File: config.mk
export PLATFORM = sky130hd
export DESIGN_NAME = ordered_list_engine
export DESIGN_NICKNAME = d
export VERILOG_FILES = /design/src/design/ole_pkg.sv /design/src/design/ole_dpath.sv /design/src/design/ole_ctrl.sv /design/src/design/ordered_list_engine.sv
export VERILOG_INCLUDE_DIRS = /design/src /design/src/design
export SDC_FILE = /design/constraint.sdc
export NUM_CORES = 2
export LEC_CHECK = 0
export BUFFER_PORTS_ARGS = -buffer_cell sky130_fd_sc_hd__buf_2
export CORE_MARGIN = 1.5
export CORE_UTILIZATION = 51
export DETAILED_ROUTE_END_ITERATION = 8
export GPL_ROUTABILITY_DRIVEN = 0
export GPL_TIMING_DRIVEN = 0
export PLACE_DENSITY = 0.7
export REMOVE_ABC_BUFFERS = 1
export SYNTH_ARGS = -nofsm -noshare
export SYNTH_HDL_FRONTEND = slang
export SYNTH_SLANG_ARGS = --single-unit
File: constraint.sdc
create_clock -name clk -period 6.18 [get_ports clk]
set_input_delay 0.927 -clock clk [delete_from_list [all_inputs] [get_ports clk]]
set_output_delay 0.927 -clock clk [all_outputs]
set_load 0.005 [all_outputs]
File: src/design/ordered_list_engine_macros.svh
// Assertion macros shared by the ordered list engine modules.
// No dependencies; include by bare file name where assertions are written.
`ifndef ORDERED_LIST_ENGINE_MACROS_SVH
`define ORDERED_LIST_ENGINE_MACROS_SVH

// Check the consequent in the same cycle as the antecedent.
`define OLE_ASSERT_NOW(label, clk, rst_n, ante, cons, msg) \
  label: assert property (@(posedge clk) disable iff (!rst_n) (ante) |-> (cons)) \
    else $error(msg);

// Check the consequent in the cycle after the antecedent.
`define OLE_ASSERT_NEXT(label, clk, rst_n, ante, cons, msg) \
  label: assert property (@(posedge clk) disable iff (!rst_n) (ante) |=> (cons)) \
    else $error(msg);

`endif

File: src/design/ole_pkg.sv
// Shared constants, codes and control structs of the ordered list engine.
// No dependencies; imported by the controller, datapath and top level.
package ole_pkg;

  localparam int CAPACITY_DEF = 16;

  localparam int FUNC_W    = 3;
  localparam int VALUE_W   = 32;
  localparam int STATUS_W  = 2;
  localparam int POS_W     = 4;
  localparam int CELL_OP_W = 3;

  localparam logic [FUNC_W-1:0] FUNC_INSERT   = 3'd0;
  localparam logic [FUNC_W-1:0] FUNC_DELETE   = 3'd1;
  localparam logic [FUNC_W-1:0] FUNC_SEARCH   = 3'd2;
  localparam logic [FUNC_W-1:0] FUNC_DUMP_FWD = 3'd3;
  localparam logic [FUNC_W-1:0] FUNC_DUMP_REV = 3'd4;

  localparam logic [STATUS_W-1:0] ST_OK       = 2'd0;
  localparam logic [STATUS_W-1:0] ST_EMPTY    = 2'd1;
  localparam logic [STATUS_W-1:0] ST_NOTFOUND = 2'd2;
  localparam logic [STATUS_W-1:0] ST_FULL     = 2'd3;

  localparam logic [CELL_OP_W-1:0] CELL_HOLD   = 3'd0;
  localparam logic [CELL_OP_W-1:0] CELL_INSERT = 3'd1;
  localparam logic [CELL_OP_W-1:0] CELL_DELETE = 3'd2;
  localparam logic [CELL_OP_W-1:0] CELL_ROT_L  = 3'd3;
  localparam logic [CELL_OP_W-1:0] CELL_ROT_R  = 3'd4;

  typedef struct packed {
    logic [CELL_OP_W-1:0] cell_op;
    logic                 out_load;
    logic                 out_dump;
    logic                 out_use_match;
    logic [STATUS_W-1:0]  out_status;
    logic [POS_W-1:0]     out_pos;
    logic                 out_last;
  } cmd_t;

  typedef struct packed {
    logic empty;
    logic full;
    logic found;
    logic out_free;
  } sts_t;

endpackage

File: src/design/ole_dpath.sv
// Datapath of the ordered list engine: ring of entry cells, entry count and
// result register. Depends on ole_pkg and ordered_list_engine_macros.svh.
`include "ordered_list_engine_macros.svh"

module ole_dpath import ole_pkg::*; #(
  parameter int  CAPACITY = CAPACITY_DEF,
  localparam int CW       = $clog2(CAPACITY + 1),
  localparam int IW       = $clog2(CAPACITY)
) (
  input  logic                       clk,
  input  logic                       rst_n,
  input  logic signed [VALUE_W-1:0]  in_value,
  input  cmd_t                       cmd,
  output sts_t                       sts,
  output logic [CW-1:0]              count,
  output logic                       out_valid,
  input  logic                       out_stall,
  output logic [STATUS_W-1:0]        out_status,
  output logic [POS_W-1:0]           out_position,
  output logic signed [VALUE_W-1:0]  out_data_out,
  output logic                       out_last
);

  logic [VALUE_W-1:0]  cells_r   [CAPACITY];
  logic [VALUE_W-1:0]  cells_nxt [CAPACITY];
  logic [CW-1:0]       count_r, count_nxt;
  logic [CAPACITY-1:0] match, seen, first;
  logic [IW-1:0]       match_pos;
  logic [VALUE_W-1:0]  tap;

  logic                out_valid_r;
  logic [STATUS_W-1:0] out_status_r;
  logic [POS_W-1:0]    out_pos_r;
  logic [VALUE_W-1:0]  out_data_r;
  logic                out_last_r;

  always_comb begin
    for (int i = 0; i < CAPACITY; i++) begin
      match[i] = (CW'(i) < count_r) && (cells_r[i] == in_value);
    end
    seen[0]  = match[0];
    first[0] = match[0];
    for (int i = 1; i < CAPACITY; i++) begin
      seen[i]  = seen[i-1] | match[i];
      first[i] = match[i] & ~seen[i-1];
    end
    match_pos = '0;
    for (int i = 0; i < CAPACITY; i++) begin
      match_pos = match_pos | (first[i] ? IW'(i) : '0);
    end
  end

  always_comb begin
    for (int i = 0; i < CAPACITY; i++) begin
      cells_nxt[i] = cells_r[i];
    end
    count_nxt = count_r;
    case (cmd.cell_op)
      CELL_INSERT: begin
        cells_nxt[0] = in_value;
        for (int i = 1; i < CAPACITY; i++) begin
          cells_nxt[i] = cells_r[i-1];
        end
        count_nxt = count_r + CW'(1);
      end
      CELL_DELETE: begin
        for (int i = 0; i < CAPACITY - 1; i++) begin
          if (seen[i]) begin
            cells_nxt[i] = cells_r[i+1];
          end
        end
        count_nxt = count_r - CW'(1);
      end
      CELL_ROT_L: begin
        for (int i = 0; i < CAPACITY - 1; i++) begin
          cells_nxt[i] = cells_r[i+1];
        end
        cells_nxt[CAPACITY-1] = cells_r[0];
      end
      CELL_ROT_R: begin
        cells_nxt[0] = cells_r[CAPACITY-1];
        for (int i = 1; i < CAPACITY; i++) begin
          cells_nxt[i] = cells_r[i-1];
        end
      end
      default: ;
    endcase
  end

  always_ff @(posedge clk) begin
    for (int i = 0; i < CAPACITY; i++) begin
      cells_r[i] <= cells_nxt[i];
    end
  end

  always_ff @(posedge clk) begin
    if (!rst_n) begin
      count_r <= '0;
    end else begin
      count_r <= count_nxt;
    end
  end

  assign tap = (cmd.cell_op == CELL_ROT_R) ? cells_r[CAPACITY-1] : cells_r[0];

  always_ff @(posedge clk) begin
    if (!rst_n) begin
      out_valid_r <= 1'b0;
    end else if (cmd.out_load) begin
      out_valid_r <= 1'b1;
    end else if (!out_stall) begin
      out_valid_r <= 1'b0;
    end
  end

  always_ff @(posedge clk) begin
    if (cmd.out_load) begin
      out_status_r <= cmd.out_status;
      out_pos_r    <= cmd.out_use_match ? POS_W'(match_pos) : cmd.out_pos;
      out_data_r   <= cmd.out_dump ? tap : in_value;
      out_last_r   <= cmd.out_last;
    end
  end

  assign sts.empty    = (count_r == '0);
  assign sts.full     = (count_r == CW'(CAPACITY));
  assign sts.found    = |match;
  assign sts.out_free = !out_valid_r || !out_stall;
  assign count        = count_r;

  assign out_valid    = out_valid_r;
  assign out_status   = out_status_r;
  assign out_position = out_pos_r;
  assign out_data_out = out_data_r;
  assign out_last     = out_last_r;

  `OLE_ASSERT_NEXT(a_insert_grows, clk, rst_n, cmd.cell_op == CELL_INSERT,
                   count_r == $past(count_r) + CW'(1), "insert did not grow the list")
  `OLE_ASSERT_NEXT(a_delete_shrinks, clk, rst_n, cmd.cell_op == CELL_DELETE,
                   count_r == $past(count_r) - CW'(1), "delete did not shrink the list")
  `OLE_ASSERT_NOW(a_load_free, clk, rst_n, cmd.out_load,
                  !out_valid_r || !out_stall, "result overwrites a pending transfer")

endmodule

File: src/design/ole_ctrl.sv
// Controller of the ordered list engine: decodes operations and sequences
// the dump ring rotation. Depends on ole_pkg and ordered_list_engine_macros.svh.
`include "ordered_list_engine_macros.svh"

module ole_ctrl import ole_pkg::*; #(
  parameter int  CAPACITY = CAPACITY_DEF,
  localparam int CW       = $clog2(CAPACITY + 1),
  localparam int IW       = $clog2(CAPACITY)
) (
  input  logic              clk,
  input  logic              rst_n,
  input  logic              in_valid,
  output logic              in_stall,
  input  logic [FUNC_W-1:0] in_func,
  input  sts_t              sts,
  input  logic [CW-1:0]     count,
  output cmd_t              cmd
);

  localparam logic S_IDLE = 1'b0;
  localparam logic S_DUMP = 1'b1;

  logic          state_r, state_nxt;
  logic          rev_r, rev_nxt;
  logic [IW-1:0] step_r, step_nxt;

  logic          accept;
  logic [CW:0]   rev_sum;
  logic          emit, last_step, dump_last, advance;
  logic [IW-1:0] dump_pos;

  assign in_stall  = !((state_r == S_IDLE) && sts.out_free);
  assign accept    = in_valid && !in_stall;
  assign rev_sum   = (CW+1)'(step_r) + (CW+1)'(count);
  assign emit      = rev_r ? (rev_sum >= (CW+1)'(CAPACITY)) : (CW'(step_r) < count);
  assign last_step = (step_r == IW'(CAPACITY - 1));
  assign dump_pos  = rev_r ? (IW'(CAPACITY - 1) - step_r) : step_r;
  assign dump_last = rev_r ? last_step : ((CW'(step_r) + CW'(1)) == count);
  assign advance   = !emit || sts.out_free;

  always_comb begin
    cmd            = '0;
    cmd.cell_op    = CELL_HOLD;
    cmd.out_status = ST_OK;
    state_nxt      = state_r;
    rev_nxt        = rev_r;
    step_nxt       = step_r;
    case (state_r)
      S_IDLE: begin
        if (accept) begin
          case (in_func)
            FUNC_INSERT: begin
              cmd.out_load = 1'b1;
              cmd.out_last = 1'b1;
              if (sts.full) begin
                cmd.out_status = ST_FULL;
              end else begin
                cmd.cell_op = CELL_INSERT;
              end
            end
            FUNC_DELETE, FUNC_SEARCH: begin
              cmd.out_load = 1'b1;
              cmd.out_last = 1'b1;
              if (sts.empty) begin
                cmd.out_status = ST_EMPTY;
              end else if (!sts.found) begin
                cmd.out_status = ST_NOTFOUND;
              end else begin
                cmd.out_use_match = 1'b1;
                if (in_func == FUNC_DELETE) begin
                  cmd.cell_op = CELL_DELETE;
                end
              end
            end
            FUNC_DUMP_FWD, FUNC_DUMP_REV: begin
              if (sts.empty) begin
                cmd.out_load   = 1'b1;
                cmd.out_last   = 1'b1;
                cmd.out_status = ST_EMPTY;
              end else begin
                state_nxt = S_DUMP;
                rev_nxt   = (in_func == FUNC_DUMP_REV);
                step_nxt  = '0;
              end
            end
            default: ;
          endcase
        end
      end
      S_DUMP: begin
        if (advance) begin
          cmd.cell_op  = rev_r ? CELL_ROT_R : CELL_ROT_L;
          cmd.out_load = emit;
          cmd.out_dump = 1'b1;
          cmd.out_pos  = POS_W'(dump_pos);
          cmd.out_last = emit && dump_last;
          step_nxt     = step_r + IW'(1);
          if (last_step) begin
            state_nxt = S_IDLE;
          end
        end
      end
      default: state_nxt = S_IDLE;
    endcase
  end

  always_ff @(posedge clk) begin
    if (!rst_n) begin
      state_r <= S_IDLE;
      rev_r   <= 1'b0;
      step_r  <= '0;
    end else begin
      state_r <= state_nxt;
      rev_r   <= rev_nxt;
      step_r  <= step_nxt;
    end
  end

  `OLE_ASSERT_NOW(a_no_insert_full, clk, rst_n, cmd.cell_op == CELL_INSERT, !sts.full, "insert issued on a full list")
  `OLE_ASSERT_NOW(a_dump_nonempty, clk, rst_n, (state_r == S_IDLE) && (state_nxt == S_DUMP), !sts.empty, "dump sequence started on an empty list")
  `OLE_ASSERT_NOW(a_dump_rotates, clk, rst_n, (state_r == S_DUMP) && cmd.out_load, cmd.out_dump && ((cmd.cell_op == CELL_ROT_L) || (cmd.cell_op == CELL_ROT_R)), "dump result without ring rotation")

endmodule

File: src/design/ordered_list_engine.sv
// Top level of the ordered list engine: controller plus cell-ring datapath.
// Depends on ole_pkg, ole_ctrl and ole_dpath.
//
// Bounded list of signed 32-bit entries kept in a ring of CAPACITY cells.
// Insert, delete and search compare or shift all cells at once: the item is
// accepted and its single result is registered at the same edge, so a new
// item can follow every cycle while the result slot drains. A dump of a
// non-empty list rotates the whole ring once, one cell per cycle unless the
// result side stalls, emitting at a tap fixed per direction; the input is
// stalled until it ends. Operation codes 5 to 7 are dropped with no result.

module ordered_list_engine import ole_pkg::*; #(
  parameter int CAPACITY = CAPACITY_DEF
) (
  input  logic                       clk,
  input  logic                       rst_n,
  input  logic                       in_valid,
  output logic                       in_stall,
  input  logic [FUNC_W-1:0]          in_func,
  input  logic signed [VALUE_W-1:0]  in_value,
  output logic                       out_valid,
  input  logic                       out_stall,
  output logic [STATUS_W-1:0]        out_status,
  output logic [POS_W-1:0]           out_position,
  output logic signed [VALUE_W-1:0]  out_data_out,
  output logic                       out_last
);

  localparam int CW = $clog2(CAPACITY + 1);

  cmd_t          cmd;
  sts_t          sts;
  logic [CW-1:0] count;

  ole_ctrl #(
    .CAPACITY (CAPACITY)
  ) u_ctrl (
    .clk      (clk),
    .rst_n    (rst_n),
    .in_valid (in_valid),
    .in_stall (in_stall),
    .in_func  (in_func),
    .sts      (sts),
    .count    (count),
    .cmd      (cmd)
  );

  ole_dpath #(
    .CAPACITY (CAPACITY)
  ) u_dpath (
    .clk          (clk),
    .rst_n        (rst_n),
    .in_value     (in_value),
    .cmd          (cmd),
    .sts          (sts),
    .count        (count),
    .out_valid    (out_valid),
    .out_stall    (out_stall),
    .out_status   (out_status),
    .out_position (out_position),
    .out_data_out (out_data_out),
    .out_last     (out_last)
  );

endmodule
# Yosys cells after proc, flatten, opt, wreduce, memory -nomap -nowiden
# Memory sizes are Yosys's and may differ from the RTL's.
# Cells that the tools add are included.
dict set report totals {
  regBits 51
  ram_bits 512
  input_bits 39
  out_inout_bits 41
  wordCells 241
  mem_count 1
}
# name words width read_ports rd_clocked_by_memory_dff write_ports line
set mem_list {}
lappend mem_list {u_dpath.cells_r 16 32 16 0 16 ole_dpath.sv:24} ;# logic [VALUE_W-1:0] cells_r [CAPACITY];
dict set report classes {
  n_addsub 6
  order_cmp 18
  n_eq_ne 32
  muxes 78
  bitwise 61
  reduce_logical 36
}
# cell n
set op_table {}
lappend op_table {{480-bit one-hot mux with 4 select lines} 1}
lappend op_table {{32-bit 2-to-1 mux} 17}
lappend op_table {{32-bit == test} 16}
lappend op_table {{4-bit 2-to-1 mux} 16}
lappend op_table {{32-bit one-hot mux with 2 select lines} 1}
lappend op_table {{4-bit OR} 14}
lappend op_table {{4-bit by 5-bit less-than comparator with 1-bit output (first input constant)} 8}
lappend op_table {{3-bit 2-to-1 mux} 8}
lappend op_table {{3-bit by 5-bit less-than comparator with 1-bit output (first input constant)} 4}
lappend op_table {{1-bit logical AND} 19}
lappend op_table {{1-bit 2-to-1 mux} 18}
lappend op_table {{1-bit NOT} 18}
lappend op_table {{4-bit one-hot mux with 2 select lines} 2}
lappend op_table {{16-bit OR reduction} 1}
lappend op_table {{1-bit bitwise AND} 15}
lappend op_table {{2-bit 2-to-1 mux} 7}
lappend op_table {{1-bit OR} 14}
lappend op_table {{3-bit by 2-bit == test with 1-bit output (second input constant)} 4}
lappend op_table {{1-bit by 5-bit less-than comparator with 1-bit output (first input constant)} 2}
lappend op_table {{2-bit by 5-bit less-than comparator with 1-bit output (first input constant)} 2}
lappend op_table {{5-bit 2-to-1 mux} 2}
lappend op_table {{5-bit one-hot mux with 2 select lines} 1}
lappend op_table {{4-bit AND reduction} 2}
lappend op_table {{2-bit OR reduction} 4}
lappend op_table {{other kinds (24)} 35}

# Logic depth before layout (Yosys ltp)
# An unclocked memory read counts as a cell.
dict set report depth {
  depth_word 22
  ltp_mapped 14
  ltp_nobuf 10
}

# Hierarchy
# A second synthesis with hierarchy kept.
dict set report hier_totals {
  hier_cells 3244
  hier_area_um2 31322.5
}
# mod n_inst cells_per_inst area_per_inst_um2 seq_area_each_um2
set modules_own_cells {}
lappend modules_own_cells {ole_dpath 1 3129 30453.0 16666.0}
lappend modules_own_cells {ole_ctrl 1 115 869.6 120.1}

# Worst setup path after synthesis
# Ideal clock, no wire load.
dict set report synth_path {
  path_kind {flip-flop to flip-flop}
  startpoint {register u_dpath.count[2] (netlist name)}
  endpoint {memory u_dpath.cells_r[2][0] (netlist: u_dpath.cells_r[0][64]) (enable)}
  setup_ns 0.470
  t_arrival_ns 6.203
  t_required_ns 5.710
  setup_slack_ns -0.493
  stages_incl_launch_ff 13
  path_buffers 3
  synth_period_minus_slack_ns 6.673
  cell_sequence {dfxtp_1 -> clkbuf_1 -> clkbuf_1 -> inv_1 -> ha_1 -> o21bai_1 -> a21oi_1 -> o21ai_0 -> a21oi_1 -> o21bai_1 -> a21o_1 -> clkbuf_1 -> a21boi_0}
}
# item line
set synth_lines {}
lappend synth_lines {{end, declared} ole_dpath.sv:24}

==> flow_summary.ini <==
[run_status]
status = complete, but fails checks
failed_checks = capacitance limit

[clock_tree]
ctsHoldBuffers = 0
insertion_delay_ns = 0.65
postCtsSetupRepairBufs = 0
path_clk_slew_ns = 0.06
clock_sinks = 563
cts_tree = yes
clockBufferDepth = 3
htree_levels = 2
cts.repair.resized = 0
cts_buffers = 61
cts-root-buf = clkbuf_16

[global_routing]
antenna_found_initial = 7
grt_pass1_wl_mm = 166
grt_max_degree = 41
grt_pass1_vias = 23100
grt_overflow = 0
grt_usage_pct = 35.2

[floorplan]
ios = 80
start_util_pct = 51.7
rows = 92
coreArea_um2 = 63300
die_w_um = 256
dieArea_um2 = 65800
die-height_um = 256

[sta]
finalCritPeriodShare_pct = 97.5
min_period_ns = 6.02
skew_ns = 0.0197
slew_violations = 0
max_slew_margin_pct = 1.06
rsz0062_at_grt = no
max_freq_mhz = 166
worst_pin_slew_ns = 1.47
setup_viol = 0
fin_setup_tns_ns = 0
hold_viol = 0

[hold_path]
hold_class = register to register

[route]
vias = 24100
drt-wirelength-per-cell_um = 34.1
drc = 0
dr.pass1.iters = 6
maxUsedRoutingLayer = met5
wl_met1_mm = 43.8
via_per_inst = 6.96
dr_wl_met2_mm = 48.3
drt_wl_total_mm = 118
drt.antenna.violating_nets = 0
wl_met3_mm = 16.2
drt-initial-drc-count = 3937

[cells_and_area]
final_nets = 2614
n_fill_cell = 5042
final_layout_size_suffix_gt1_share_pct = 11.4
syn2layout_area_growth_pct = 10.4

[synthesis]
async_flop_share_pct = 0
synth.avg_cell_area_um2 = 12.9
yosysTopAreaCellShare_pct = 50.5
ys_ff_latch = 563
synth_ff_type = edfxtp_1
yosysMostFrequentCell = edfxtp_1
ys.warnings.count = 0
yosysSeqAreaShare_pct = 51.2
synth_common_cells = edfxtp_1 (551), mux2_1 (414), xnor2_1 (349)
yosys.area.top_type = edfxtp_1
synth_area_um2 = 32800
synth_edf_count = 551
ys_types = 61
synthCells = 2533
synth.top_cells.by_area = edfxtp_1 (51%), mux2_1 (14%), xnor2_1 (9.3%), xor2_1 (4.7%), nand4_1 (2.9%)

[setup_path]
cp-start-kind = register
arrival_ns = 6.41
worst-setup-path-type = register to register
crit_fanout = 27
worst_setup_path_end_kind = register
required_ns = 6.57

[job]
max_cap_violations = 1

[power_and_ir_drop]
ir_drop_uv = 203
power.density_nw_per_um2 = 241
p_leak_uw = 0.0114
power_uw = 8730

[place]
post-dp-hpwl_mm = 85.4
portBuffers = 79
stage by stage:
step / instances / utilization, % / hold slack [ns] / instance area [um2] / setup WS (ns)
4_1_cts: 3457 / 57.1 / 0.554 / 36200 / 0.465
6_report: 3459 / 57.1 / 0.552 / 36200 / 0.157
5_1_grt: 3457 / 57.1 / 0.605 / 36200 / 0.122
3_5_place_dp: 3345 / 54.1 / 0.540 / 34300 / -0.155
3_3_place_gp: 3306 / 52.5 / 0.532 / 33200 / -10.23
2_1_floorplan: 2381 / - / 0.496 / 31800 / -5.47
worst max-delay path: stages (launching register included):
cell and delay [ns]:
dfxtp_1 0.67, nor3_1 1.32, nor3_1 0.15, nand4_1 0.19, nor4_1 0.08, nor4_1 0.78
and4_1 0.74, o22ai_4 0.41, buf_16 0.30, buf_12 0.18, buf_12 0.18, buf_12 0.19
buf_16 0.18, mux2_1 0.33
cell families after synthesis:
logic type	count (synthesis)	share of synthesized area, %
simple gates	569	9.91
flops	563	51.2
xor+xnor	525	14.0
mux	516	17.6
buf+inv	198	3.57
compound gates	149	3.14
fa+ha+maj	13	0.497
path summary, 6_finish.rpt:
check | cells after the start | slack, ns | from | endpoint
worst min register to register | 2 | 0.55 | u_ctrl.state_r$_SDFF_PN0_ | u_ctrl.step_r[1]$_SDFFE_PN0P_
worst max register to register | 13 | 0.16 | u_dpath.count[4]$_SDFFE_PN0P_ | u_dpath.cells_r[1][21]$_DFFE_PP_
worst max-delay path | 13 | 0.16 | u_dpath.count[4]$_SDFFE_PN0P_ | u_dpath.cells_r[1][21]$_DFFE_PP_
worst min-delay path | 2 | 0.55 | u_ctrl.state_r$_SDFF_PN0_ | u_ctrl.step_r[1]$_SDFFE_PN0P_
sequential cells by signal, summed over array words and instances, names as in the netlist:
register              count
u_ctrl.rev_r              1
u_ctrl.state_r            1
u_ctrl.step_r             4
u_dpath.cells_r         512
u_dpath.count             5
u_dpath.out_data_out     32
u_dpath.out_last          1
u_dpath.out_position      4
u_dpath.out_status        2
u_dpath.out_valid         1
area by class of cell:
class	count	area [um2]	share of cell area (%)
clock buffers	85	1680	4.64
multi-input cells	1772	15000	41.4
well taps	846	1060	2.93
clock inverters	27	205	0.567
diodes	2	5.00	0.0138
inverters	46	173	0.477
flip-flops and latches	563	16800	46.4
repair buffers	118	1290	3.56
layer usage:
metal	global-route usage (%)	vias up
met5	0	-
met4	23.7	8
met3	9.65	510
met2	49.9	2072
met1	47.2	11800
li1	-	9656
power breakdown:
part | total [uW] | internal [uW] | leakage (uW) | switching (uW)
Combinational | 748 | 266 | 0.00538 | 483
Sequential | 4410 | 4280 | 0.00512 | 128
Clock | 3570 | 2000 | 0.000918 | 1570
placed cells by master, fill, tap and decap left out, types with 8 or more instances in the layout:
master,synthesis,routed
nand4_1,150,150
buf_2,36,79
buf_16,0,20
inv_1,45,44
dfxtp_1,12,11
nand4b_1,14,14
nor4b_1,17,17
o21ai_0,44,44
nor3_1,32,32
buf_12,0,15
edfxtp_1,551,551
clkbuf_16,0,63
nand2b_1,9,8
clkbuf_1,57,20
nor2_1,41,39
a21boi_4,0,10
a21oi_1,20,20
mux2_1,414,414
nor4_1,100,100
clkinv_2,0,10
mux2i_1,35,35
ha_1,13,13
xor2_1,176,176
mux2_2,67,67
nand2_1,112,112
nand3_1,38,38
clkinv_1,1,12
xnor2_1,349,349
and4_1,10,10
o221ai_1,32,32
Power figures use the tool's default switching activity.
